$ cat src/rtl/core/rchw_pkg.sv
package rchw_pkg;

  localparam int TimeW  = 32;
  localparam int NumCnt = 7;

  localparam int C_SENT     = 0;
  localparam int C_OK       = 1;
  localparam int C_FAILED   = 2;
  localparam int C_TIMEOUTS = 3;
  localparam int C_TRIES    = 4;
  localparam int C_DONE     = 5;
  localparam int C_SUPPRESS = 6;

  typedef enum logic [1:0] {
    REQ_TICK  = 2'd0,
    REQ_EVENT = 2'd1,
    REQ_DONE  = 2'd2
  } req_e;

  typedef enum logic [2:0] {
    PH_IDLE    = 3'd0,
    PH_PROBE   = 3'd1,
    PH_OFF     = 3'd2,
    PH_WAIT_ON = 3'd3,
    PH_ON      = 3'd4,
    PH_FAILED  = 3'd5
  } phase_e;

  typedef enum logic [2:0] {
    ACT_NONE      = 3'd0,
    ACT_PROBE     = 3'd1,
    ACT_POWER_OFF = 3'd2,
    ACT_POWER_ON  = 3'd3,
    ACT_REBOOT    = 3'd4
  } action_e;

  typedef enum logic [2:0] {
    REG_SUPPRESS_MAX = 3'd0,
    REG_QUIET        = 3'd1,
    REG_NO_HANDLE    = 3'd2,
    REG_PROBE_TO     = 3'd3,
    REG_OFF_TO       = 3'd4,
    REG_ON_DELAY     = 3'd5,
    REG_ON_TO        = 3'd6
  } reg_e;

  localparam logic [TimeW-1:0] RstSuppressMax = 32'd30000;
  localparam logic [TimeW-1:0] RstQuiet       = 32'd2000;
  localparam logic [TimeW-1:0] RstNoHandle    = 32'd3000;
  localparam logic [TimeW-1:0] RstProbeTo     = 32'd1000;
  localparam logic [TimeW-1:0] RstOffTo       = 32'd2000;
  localparam logic [TimeW-1:0] RstOnDelay     = 32'd500;
  localparam logic [TimeW-1:0] RstOnTo        = 32'd5000;

  typedef struct packed {
    logic [1:0]       req_type;
    logic [TimeW-1:0] now_ms;
    logic [7:0]       probe_status;
    logic             ctrl_working;
    logic             claimed_link;
    logic             security_active;
    logic             handle_available;
    logic             hci_is_off;
  } in_item_t;

  typedef struct packed {
    logic [2:0]       action;
    logic [2:0]       phase_now;
    logic [TimeW-1:0] count_probes_sent;
    logic [TimeW-1:0] count_probes_ok;
    logic [TimeW-1:0] count_probes_failed;
    logic [TimeW-1:0] count_probe_timeouts;
    logic [TimeW-1:0] count_recovery_tries;
    logic [TimeW-1:0] count_recovery_done;
    logic [TimeW-1:0] count_suppressions;
  } out_item_t;

  typedef struct packed {
    logic [TimeW-1:0] security_suppress_max_ms;
    logic [TimeW-1:0] quiet_before_probe_ms;
    logic [TimeW-1:0] no_handle_grace_ms;
    logic [TimeW-1:0] probe_timeout_ms;
    logic [TimeW-1:0] power_off_timeout_ms;
    logic [TimeW-1:0] power_on_delay_ms;
    logic [TimeW-1:0] power_on_timeout_ms;
  } cfg_t;

  typedef struct packed {
    phase_e                       phase;
    logic [TimeW-1:0]             phase_start;
    logic [TimeW-1:0]             last_event;
    logic [TimeW-1:0]             event_seq;
    logic [TimeW-1:0]             probe_snap;
    logic [TimeW-1:0]             sup_start;
    logic [TimeW-1:0]             nh_start;
    logic                         nh_armed;
    logic                         sup_armed;
    logic                         probe_nak;
    logic                         reboot_req;
    logic [NumCnt-1:0][TimeW-1:0] cnt;
  } state_t;

endpackage

$ cat src/rtl/core/rchw_step.sv
module rchw_step
  import rchw_pkg::*;
(
  input  state_t   st,
  input  cfg_t     cfg,
  input  in_item_t item,
  output state_t   st_nxt,
  output action_e  action
);

  function automatic logic passed(input logic [TimeW-1:0] now,
                                  input logic [TimeW-1:0] since,
                                  input logic [TimeW-1:0] span);
    logic [TimeW-1:0] diff;
    diff = now - since;
    return diff >= span;
  endfunction

  logic [TimeW-1:0]  now;
  logic [TimeW-1:0]  phase_span;
  logic              phase_elapsed;
  logic              sup_elapsed;
  logic              quiet_elapsed;
  logic              nh_elapsed;
  logic [NumCnt-1:0] inc;
  logic              do_off;
  logic              do_fail;
  logic              blocked;

  assign now = item.now_ms;

  always_comb begin
    case (st.phase)
      PH_PROBE:   phase_span = cfg.probe_timeout_ms;
      PH_OFF:     phase_span = cfg.power_off_timeout_ms;
      PH_WAIT_ON: phase_span = cfg.power_on_delay_ms;
      PH_ON:      phase_span = cfg.power_on_timeout_ms;
      default:    phase_span = cfg.probe_timeout_ms;
    endcase
  end

  assign phase_elapsed = passed(now, st.phase_start, phase_span);
  assign sup_elapsed   = passed(now, st.sup_armed ? st.sup_start : now,
                                cfg.security_suppress_max_ms);
  assign quiet_elapsed = passed(now, st.last_event, cfg.quiet_before_probe_ms);
  assign nh_elapsed    = passed(now, st.nh_start, cfg.no_handle_grace_ms);

  always_comb begin
    st_nxt  = st;
    action  = ACT_NONE;
    inc     = '0;
    do_off  = 1'b0;
    do_fail = 1'b0;
    blocked = 1'b0;

    case (item.req_type)
      REQ_TICK: begin
        case (st.phase)
          PH_IDLE: begin
            if (!item.ctrl_working || !item.claimed_link) begin
              st_nxt.nh_armed  = 1'b0;
              st_nxt.sup_armed = 1'b0;
            end else begin
              if (item.security_active) begin
                if (!st.sup_armed) begin
                  st_nxt.sup_armed = 1'b1;
                  st_nxt.sup_start = now;
                  inc[C_SUPPRESS]  = 1'b1;
                end
                if (!sup_elapsed) begin
                  st_nxt.nh_armed = 1'b0;
                  blocked         = 1'b1;
                end
              end else begin
                st_nxt.sup_armed = 1'b0;
              end
              if (!blocked) begin
                if (!quiet_elapsed) begin
                  st_nxt.nh_armed = 1'b0;
                end else if (!item.handle_available) begin
                  if (!st.nh_armed) begin
                    st_nxt.nh_armed = 1'b1;
                    st_nxt.nh_start = now;
                  end else if (nh_elapsed) begin
                    do_off = 1'b1;
                  end
                end else begin
                  st_nxt.nh_armed    = 1'b0;
                  st_nxt.phase       = PH_PROBE;
                  st_nxt.phase_start = now;
                  st_nxt.probe_snap  = st.event_seq;
                  inc[C_SENT]        = 1'b1;
                  action             = ACT_PROBE;
                end
              end
            end
          end
          PH_PROBE: begin
            if (st.probe_nak) begin
              do_off = 1'b1;
            end else if (st.event_seq != st.probe_snap) begin
              inc[C_OK]          = 1'b1;
              st_nxt.phase       = PH_IDLE;
              st_nxt.phase_start = now;
            end else if (phase_elapsed) begin
              inc[C_TIMEOUTS] = 1'b1;
              do_off          = 1'b1;
            end
          end
          PH_OFF: begin
            if (item.hci_is_off) begin
              st_nxt.phase       = PH_WAIT_ON;
              st_nxt.phase_start = now;
            end else if (phase_elapsed) begin
              do_fail = 1'b1;
            end
          end
          PH_WAIT_ON: begin
            if (phase_elapsed) begin
              st_nxt.phase       = PH_ON;
              st_nxt.phase_start = now;
              action             = ACT_POWER_ON;
            end
          end
          PH_ON: begin
            if (item.ctrl_working) begin
              st_nxt.phase       = PH_IDLE;
              st_nxt.phase_start = now;
              st_nxt.last_event  = now;
              inc[C_DONE]        = 1'b1;
            end else if (phase_elapsed) begin
              do_fail = 1'b1;
            end
          end
          default: begin
          end
        endcase
      end
      REQ_EVENT: begin
        st_nxt.last_event = now;
        st_nxt.event_seq  = st.event_seq + TimeW'(1);
      end
      REQ_DONE: begin
        if (st.phase == PH_PROBE) begin
          st_nxt.last_event = now;
          if (item.probe_status == 8'd0) begin
            inc[C_OK]          = 1'b1;
            st_nxt.phase       = PH_IDLE;
            st_nxt.phase_start = now;
          end else begin
            inc[C_FAILED]    = 1'b1;
            st_nxt.probe_nak = 1'b1;
          end
        end
      end
      default: begin
      end
    endcase

    if (do_off) begin
      st_nxt.probe_nak   = 1'b0;
      inc[C_TRIES]       = 1'b1;
      st_nxt.phase       = PH_OFF;
      st_nxt.phase_start = now;
      action             = ACT_POWER_OFF;
    end
    if (do_fail) begin
      st_nxt.phase       = PH_FAILED;
      st_nxt.phase_start = now;
      if (!st.reboot_req) begin
        st_nxt.reboot_req = 1'b1;
        action            = ACT_REBOOT;
      end
    end

    for (int i = 0; i < NumCnt; i++) begin
      st_nxt.cnt[i] = st.cnt[i] + {{(TimeW-1){1'b0}}, inc[i]};
    end
  end

endmodule

$ cat src/rtl/core/radio_controller_health_watchdog.sv
// An accepted item is held in the input register, and its result is then written to the result
// register; a result that is not taken holds the next item in the input register.
// Throughput: one item per cycle while the result register is empty or being taken; the whole
// phase update is a single pass of logic between the input register and the result register.
// Reset (synchronous, active low) returns to idle at time zero with all counters
// cleared and all timing registers at their default values.
module radio_controller_health_watchdog
  import rchw_pkg::*;
(
  input  logic             clk,
  input  logic             rst_n,
  input  logic             in_valid,
  output logic             in_ready,
  input  in_item_t         in_item,
  output logic             out_valid,
  input  logic             out_ready,
  output out_item_t        out_item,
  input  logic             cfg_we,
  input  logic [2:0]       cfg_index,
  input  logic [TimeW-1:0] cfg_wdata
);

  logic      s1_valid_r;
  in_item_t  s1_item_r;
  state_t    st_r;
  state_t    st_nxt;
  cfg_t      cfg_r;
  action_e   action;
  logic      out_valid_r;
  out_item_t out_r;
  out_item_t out_nxt;
  logic      adv;

  assign adv      = s1_valid_r && (!out_valid_r || out_ready);
  assign in_ready = !s1_valid_r || adv;

  rchw_step u_step (
    .st     (st_r),
    .cfg    (cfg_r),
    .item   (s1_item_r),
    .st_nxt (st_nxt),
    .action (action)
  );

  always_comb begin
    out_nxt.action               = action;
    out_nxt.phase_now            = st_nxt.phase;
    out_nxt.count_probes_sent    = st_nxt.cnt[C_SENT];
    out_nxt.count_probes_ok      = st_nxt.cnt[C_OK];
    out_nxt.count_probes_failed  = st_nxt.cnt[C_FAILED];
    out_nxt.count_probe_timeouts = st_nxt.cnt[C_TIMEOUTS];
    out_nxt.count_recovery_tries = st_nxt.cnt[C_TRIES];
    out_nxt.count_recovery_done  = st_nxt.cnt[C_DONE];
    out_nxt.count_suppressions   = st_nxt.cnt[C_SUPPRESS];
  end

  always_ff @(posedge clk) begin
    if (!rst_n) begin
      s1_valid_r  <= 1'b0;
      out_valid_r <= 1'b0;
      st_r        <= '0;
    end else begin
      if (in_ready) begin
        s1_valid_r <= in_valid;
      end
      if (adv) begin
        st_r        <= st_nxt;
        out_valid_r <= 1'b1;
      end else if (out_ready) begin
        out_valid_r <= 1'b0;
      end
    end
  end

  always_ff @(posedge clk) begin
    if (in_ready && in_valid) begin
      s1_item_r <= in_item;
    end
    if (adv) begin
      out_r <= out_nxt;
    end
  end

  always_ff @(posedge clk) begin
    if (!rst_n) begin
      cfg_r.security_suppress_max_ms <= RstSuppressMax;
      cfg_r.quiet_before_probe_ms    <= RstQuiet;
      cfg_r.no_handle_grace_ms       <= RstNoHandle;
      cfg_r.probe_timeout_ms         <= RstProbeTo;
      cfg_r.power_off_timeout_ms     <= RstOffTo;
      cfg_r.power_on_delay_ms        <= RstOnDelay;
      cfg_r.power_on_timeout_ms      <= RstOnTo;
    end else if (cfg_we) begin
      case (cfg_index)
        REG_SUPPRESS_MAX: cfg_r.security_suppress_max_ms <= cfg_wdata;
        REG_QUIET:        cfg_r.quiet_before_probe_ms    <= cfg_wdata;
        REG_NO_HANDLE:    cfg_r.no_handle_grace_ms       <= cfg_wdata;
        REG_PROBE_TO:     cfg_r.probe_timeout_ms         <= cfg_wdata;
        REG_OFF_TO:       cfg_r.power_off_timeout_ms     <= cfg_wdata;
        REG_ON_DELAY:     cfg_r.power_on_delay_ms        <= cfg_wdata;
        REG_ON_TO:        cfg_r.power_on_timeout_ms      <= cfg_wdata;
        default: begin
        end
      endcase
    end
  end

  assign out_valid = out_valid_r;
  assign out_item  = out_r;

`ifndef NO_ASSERTIONS
  a_failed_sticky: assert property (@(posedge clk) disable iff (!rst_n)
    st_r.phase == PH_FAILED |=> st_r.phase == PH_FAILED)
    else $error("failed phase was left without reset");

  a_reboot_flag: assert property (@(posedge clk) disable iff (!rst_n)
    out_valid_r && out_r.action == ACT_REBOOT |-> st_r.reboot_req)
    else $error("reboot result without reboot flag");

  a_stall_cause: assert property (@(posedge clk) disable iff (!rst_n)
    !in_ready |-> s1_valid_r && out_valid_r && !out_ready)
    else $error("input stalled without a full output stage");

  a_phase_in_result: assert property (@(posedge clk) disable iff (!rst_n)
    $past(adv) && $past(rst_n) |-> out_r.phase_now == st_r.phase)
    else $error("result phase differs from stored phase");
`endif

endmodule

$ cat config.mk
export PLATFORM = sky130hd
export DESIGN_NAME = radio_controller_health_watchdog
export DESIGN_NICKNAME = d
export VERILOG_FILES = /design/src/rtl/core/rchw_pkg.sv /design/src/rtl/core/rchw_step.sv /design/src/rtl/core/radio_controller_health_watchdog.sv
export SDC_FILE = /design/constraint.sdc
export NUM_CORES = 2
export LEC_CHECK = 0
export ABC_AREA = 1
export BUFFER_PORTS_ARGS = -buffer_cell sky130_fd_sc_hd__buf_2
export CORE_MARGIN = 8
export CORE_UTILIZATION = 40
export DETAILED_ROUTE_END_ITERATION = 6
export GPL_ROUTABILITY_DRIVEN = 0
export PLACE_DENSITY_LB_ADDON = 0.1
export SLEW_MARGIN = 20
export SYNTH_ARGS = -nofsm -noshare
export SYNTH_HDL_FRONTEND = slang
export SYNTH_SLANG_ARGS = --single-unit
export TNS_END_PERCENT = 50
$ cat constraint.sdc
create_clock -name clk -period 8.2 [get_ports clk]
set_input_delay 0.41 -clock clk [delete_from_list [all_inputs] [get_ports clk]]
set_output_delay 0.41 -clock clk [all_outputs]
set_load 0.01 [all_outputs]
=== Word-level counts from Yosys, hierarchy flattened ===
Index checks and enable logic that the tools add are counted.

* $add $sub $neg: 12
* Bitwise gates (word level): 4
* Equal/unequal tests: 29
* Multiplexer cells: 88
* Order comparisons: 4
* Reductions and logical operators: 34

{| class="wikitable"
|+ Operator list
! kind !! number
|-
| $mux W35 || 11
|-
| $add A32 B1 Y32 || 7
|-
| $pmux W32 S3 || 2
|-
| $pmux W35 S5 || 1
|-
| $mux W67 || 2
|-
| $ge A32 B32 Y1 || 4
|-
| $sub A32 B32 Y32 || 4
|-
| $pmux W35 S2 || 1
|-
| $mux W32 || 2
|-
| $mux W1 || 54
|-
| $add A32 B1 Y32 const B || 1
|-
| $ne A32 B32 Y1 || 1
|-
| $ne A5 B3 Y1 const B || 6
|-
| $mux W3 || 7
|-
| $reduce_and A2 Y1 || 9
|-
| $ne A5 B2 Y1 const B || 3
|-
| $reduce_and A14 Y1 || 1
|-
| $eq A3 B2 Y1 const B || 4
|-
| $eq A3 B3 Y1 const B || 4
|-
| $reduce_and A5 Y1 || 2
|-
| $logic_not A8 Y1 || 1
|-
| $mux W2 || 4
|-
| $ne A4 B1 Y1 const B || 2
|-
| $ne A8 B5 Y1 const B || 1
|-
| 20 further kinds || 37
|}

* Bits in registers: 926
* Output and inout bits: 232
* Logic and storage cells: 215

=== Logic depth before layout (Yosys ltp) ===
* Depth in word-level cells: 15
* Gate-level depth with buffers: 52

=== Hierarchy ===
From an unflattened synthesis, not the netlist that was laid out.

* Cell total of the unflattened synthesis: 7788
* Area total of the unflattened synthesis: 56222.7 um^2

{| class="wikitable"
|+ Modules (own cells, without submodules)
! module !! seq. area each (um^2) !! area each (um^2) !! cells an instance !! instances
|-
| radio_controller_health_watchdog || 21310.4 || 34256.6 || 3811 || 1
|-
| rchw_step || 0.0 || 21966.1 || 3977 || 1
|}

=== Worst setup path before layout ===
Ideal clock, no wire load.

* Path kind: input-to-reg
* Start: input out_ready
* End: register st_r[10] (netlist name)
* Data arrival time: 7.719 ns
* Required time: 7.786 ns
* Cell stages on the path: 7
* Setup time: 0.414 ns
* Setup slack: 0.067 ns
* Buffers on the path: 2
* Cell sequence: inv_1 -> nand2_2 -> nand2_2 -> clkinv_1 -> clkbuf_1 -> clkbuf_1 -> a21oi_1

* Longest elaborated chain between the ends: 2

{| class="wikitable"
|+ Ends and longest elaborated chain
! what !! line !! source
|-
| start, declared || radio_controller_health_watchdog.sv:16 || <nowiki>input logic out_ready,</nowiki>
|-
| $logic_or A1 B1 Y1 || radio_controller_health_watchdog.sv:34 || <nowiki>assign adv = s1_valid_r && (!out_valid_r || out_ready);</nowiki>
|-
| $logic_and A1 B1 Y1 || radio_controller_health_watchdog.sv:34 ||
|-
| via adv || radio_controller_health_watchdog.sv:32 || <nowiki>logic adv;</nowiki>
|-
| end signal, assigned || radio_controller_health_watchdog.sv:67 || <nowiki>st_r <= st_nxt;</nowiki>
|-
| end, declared || radio_controller_health_watchdog.sv:25 || <nowiki>state_t st_r;</nowiki>
|}

The timed path passes the listed nets, and every way through them passes these cells.
A chain may end at the register's enable or synchronous reset.

==> impl_metrics.ini <==
[synth]
syn_area_per_cell_sq_um = 8.10
synthCells = 5900
synth.cell_area_sq_um = 47800
ys_top_cells_by_area = dfxtp_1 (27%), edfxtp_1 (17%), ha_1 (7.1%)
yosysUniqueCellTypes = 61
synthesis.nets = 6262
synth_top_area_share_pct = 27.2
ys_warn_count = 0
yosysTopAreaCell = dfxtp_1
synthArstFlopShare_pct = 0
yosysSeqAreaShare_pct = 44.6
synth-seq-cells = 926
synth_edf_count = 277
synthFlopType = dfxtp_1

[routing]
firstDrtPassIters = 5
vias = 39797
detail-route-antenna-nets = 0
drt-initial-drc-count = 2547
post_drt_wl_per_cell_um = 18.0
drc = 0
avgViaCountPerCell = 5.08
totalWireLength_mm = 142

[pwr]
p_leak_uw = 0.0233
worst_ir_drop_vdd_v = 0.000179
power_density_nw_per_um2 = 210

[sta]
hold_violations = 0
setup_tns_ns = 0
skew_ns = 0.0621
tightestPinTransition_ns = 1.14
rsz0062_at_grt = no
fin_crit_ns = 7.44
finalCritPeriodShare_pct = 90.7
setup_ws_ns = 0.763
max_freq_ghz = 0.134
setup_viol = 0
slew_violations = 0
slew_headroom_pct = 23.1

[layout]
layout_commonest_cell = nand2_1
drive_gt1_share_pct = 10.6
fin_nets = 6560
fin_area_sq_um = 54900
layout_common_cells = nand2_1 (788), inv_1 (759), nor2_1 (738)
final_core_util_pct = 46.1
synthToLayoutAreaGrowth_pct = 15.0

[grt]
grt_pass1_wl_mm = 219
grt_max_degree = 182
grt_usage_pct = 20.8
antenna_found_initial = 1
met3_usage_pct = 3.05
use_met2_pct = 35.5
gr-max-usage-layer = met2
grt_pass1_vias = 37803
met1_usage_pct = 27.3
grt-ovfl-total = 0

[placed_design]
placedInstanceArea_sq_um = 50900
io_buffers = 318
post-place-ws_ns = 0.642
dp_hpwl_mm = 101

[clock_network]
htreeDepth = 3
clk_pin_slew_ns = 0.06
cts-root-buf = clkbuf_16
clk_path_buf_depth = 3
cts_sinks = 926
cts_tree = yes
tritoncts.num_buffers = 107
clock_latency_ns = 0.72

[floorplanning]
io_pins = 319
core_area_sq_um = 119000
die-area_sq_um = 131000
die_y_um = 362
rows = 127
fp.dieW_um = 362
initial_core_util_pct = 40.1

[status]
status = finished clean

[run]
max-cap-violations = 0

[worst_setup_path]
worstPathArrival_ns = 8.04
critical_path_class = reg2reg
start_kind = flop
cpMaxStageDelayCell = edfxtp_1
cp_max_fo = 5
end_kind = flop
cp.required_ns = 8.80
critical_path.max_stage_delay_ns = 0.46

[min_path]
hp-class = in2reg
-- worst max-delay path: cells and delay by family, from the launching register on --
| kind | cells | cell delay [ns] |
|---|---|---|
| AOI/OAI and AO/OA | 7 | 1.61 |
| xor gates and xnor gates | 2 | 0.32 |
| adders and majority gates | 5 | 1.34 |
| buffers and inverters | 3 | 0.33 |
| DFF | 1 | 0.46 |
| and+or+nand+nor | 21 | 3.26 |
-- synth_stat cells (all sizes together) (33+ instances only) --
master    n
inv     771
edfxtp  277
dfxtp   649
buf      33
o21ai   554
nor4     36
nor3     74
clkbuf  198
ha      271
xnor2    85
xor2    267
a21oi   515
nand4    63
a211oi   79
nand3   218
a31oi    49
nand2   802
nor2    786
-- through the flow --
| stage | total power [uW] | std cells | hold WS (ns) |
|---|---|---|---|
| floorplan | 6300 | 5900 | 0.424 |
| global placement | 6830 | 7584 | 0.432 |
| detailed placement | 6850 | 7584 | 0.437 |
| CTS | 11700 | 7836 | 0.0140 |
| global route | 12100 | 7839 | 0.0417 |
| finish | 11600 | 7840 | 0.0715 |
-- state kept, by name, indices dropped and copies added (netlist names) --
| register | count |
|---|---|
| st_r | 423 |
| out_item | 230 |
| cfg_r | 224 |
| s1_item_r | 47 |
| out_valid | 1 |
| s1_valid_r | 1 |
-- cell type report --
cell class                 count  area, sq um
fill                       11855        64200
clock inverter                50          557
inverter                     773         2920
clock buffer                 152         2960
timing repair buffer         420         2520
multi-input combinational   3970        22700
antenna                        1         2.50
sequential                   926        21300
tap                         1548         1940
-- power breakdown --
part / switching [uW] / internal (uW)
Sequential: 162 / 4950
Combinational: 1080 / 585
Clock: 2000 / 2780
-- path summary, 6_finish.rpt --
kind	from	cells after the start	slack, ns	end
max	s1_item_r[13]	38	0.76	st_r[154]
min	cfg_wdata[8]	3	0.07	cfg_r[40]
max reg2reg	s1_item_r[13]	38	0.76	st_r[154]
min reg2reg	cfg_r[102]	2	0.45	cfg_r[102]
-- cell families after synthesis --
kind of cell | Yosys count | synth area share, %
AND/OR/NAND/NOR | 1992 | 18.0
AO/OA/AOI/OAI | 1321 | 15.1
buffers and inverters | 1004 | 7.95
flip-flops | 926 | 44.6
XOR/XNOR | 352 | 6.45
adder cells (fa/ha/maj) | 275 | 7.26
multiplexers | 30 | 0.629
-- layer usage --
metal / share of wire, % / vias up
met3: 4.3 / 209
met4: 3.1 / 2
li1: - / 20209
met5: 0.0085 / -
met1: 45 / 18585
met2: 47 / 792
-- repair_timing --
| action | in CTS | in global routing |
|---|---|---|
| hold buffers | 50 | 0 |
| endpoints found under the hold margin | 49 | 0 |
| setup buffers | 0 | 3 |
| endpoints found under the setup margin | 0 | 6 |
| resized for setup | 0 | 3 |
Note: power is estimated with default switching activity, not from simulation.
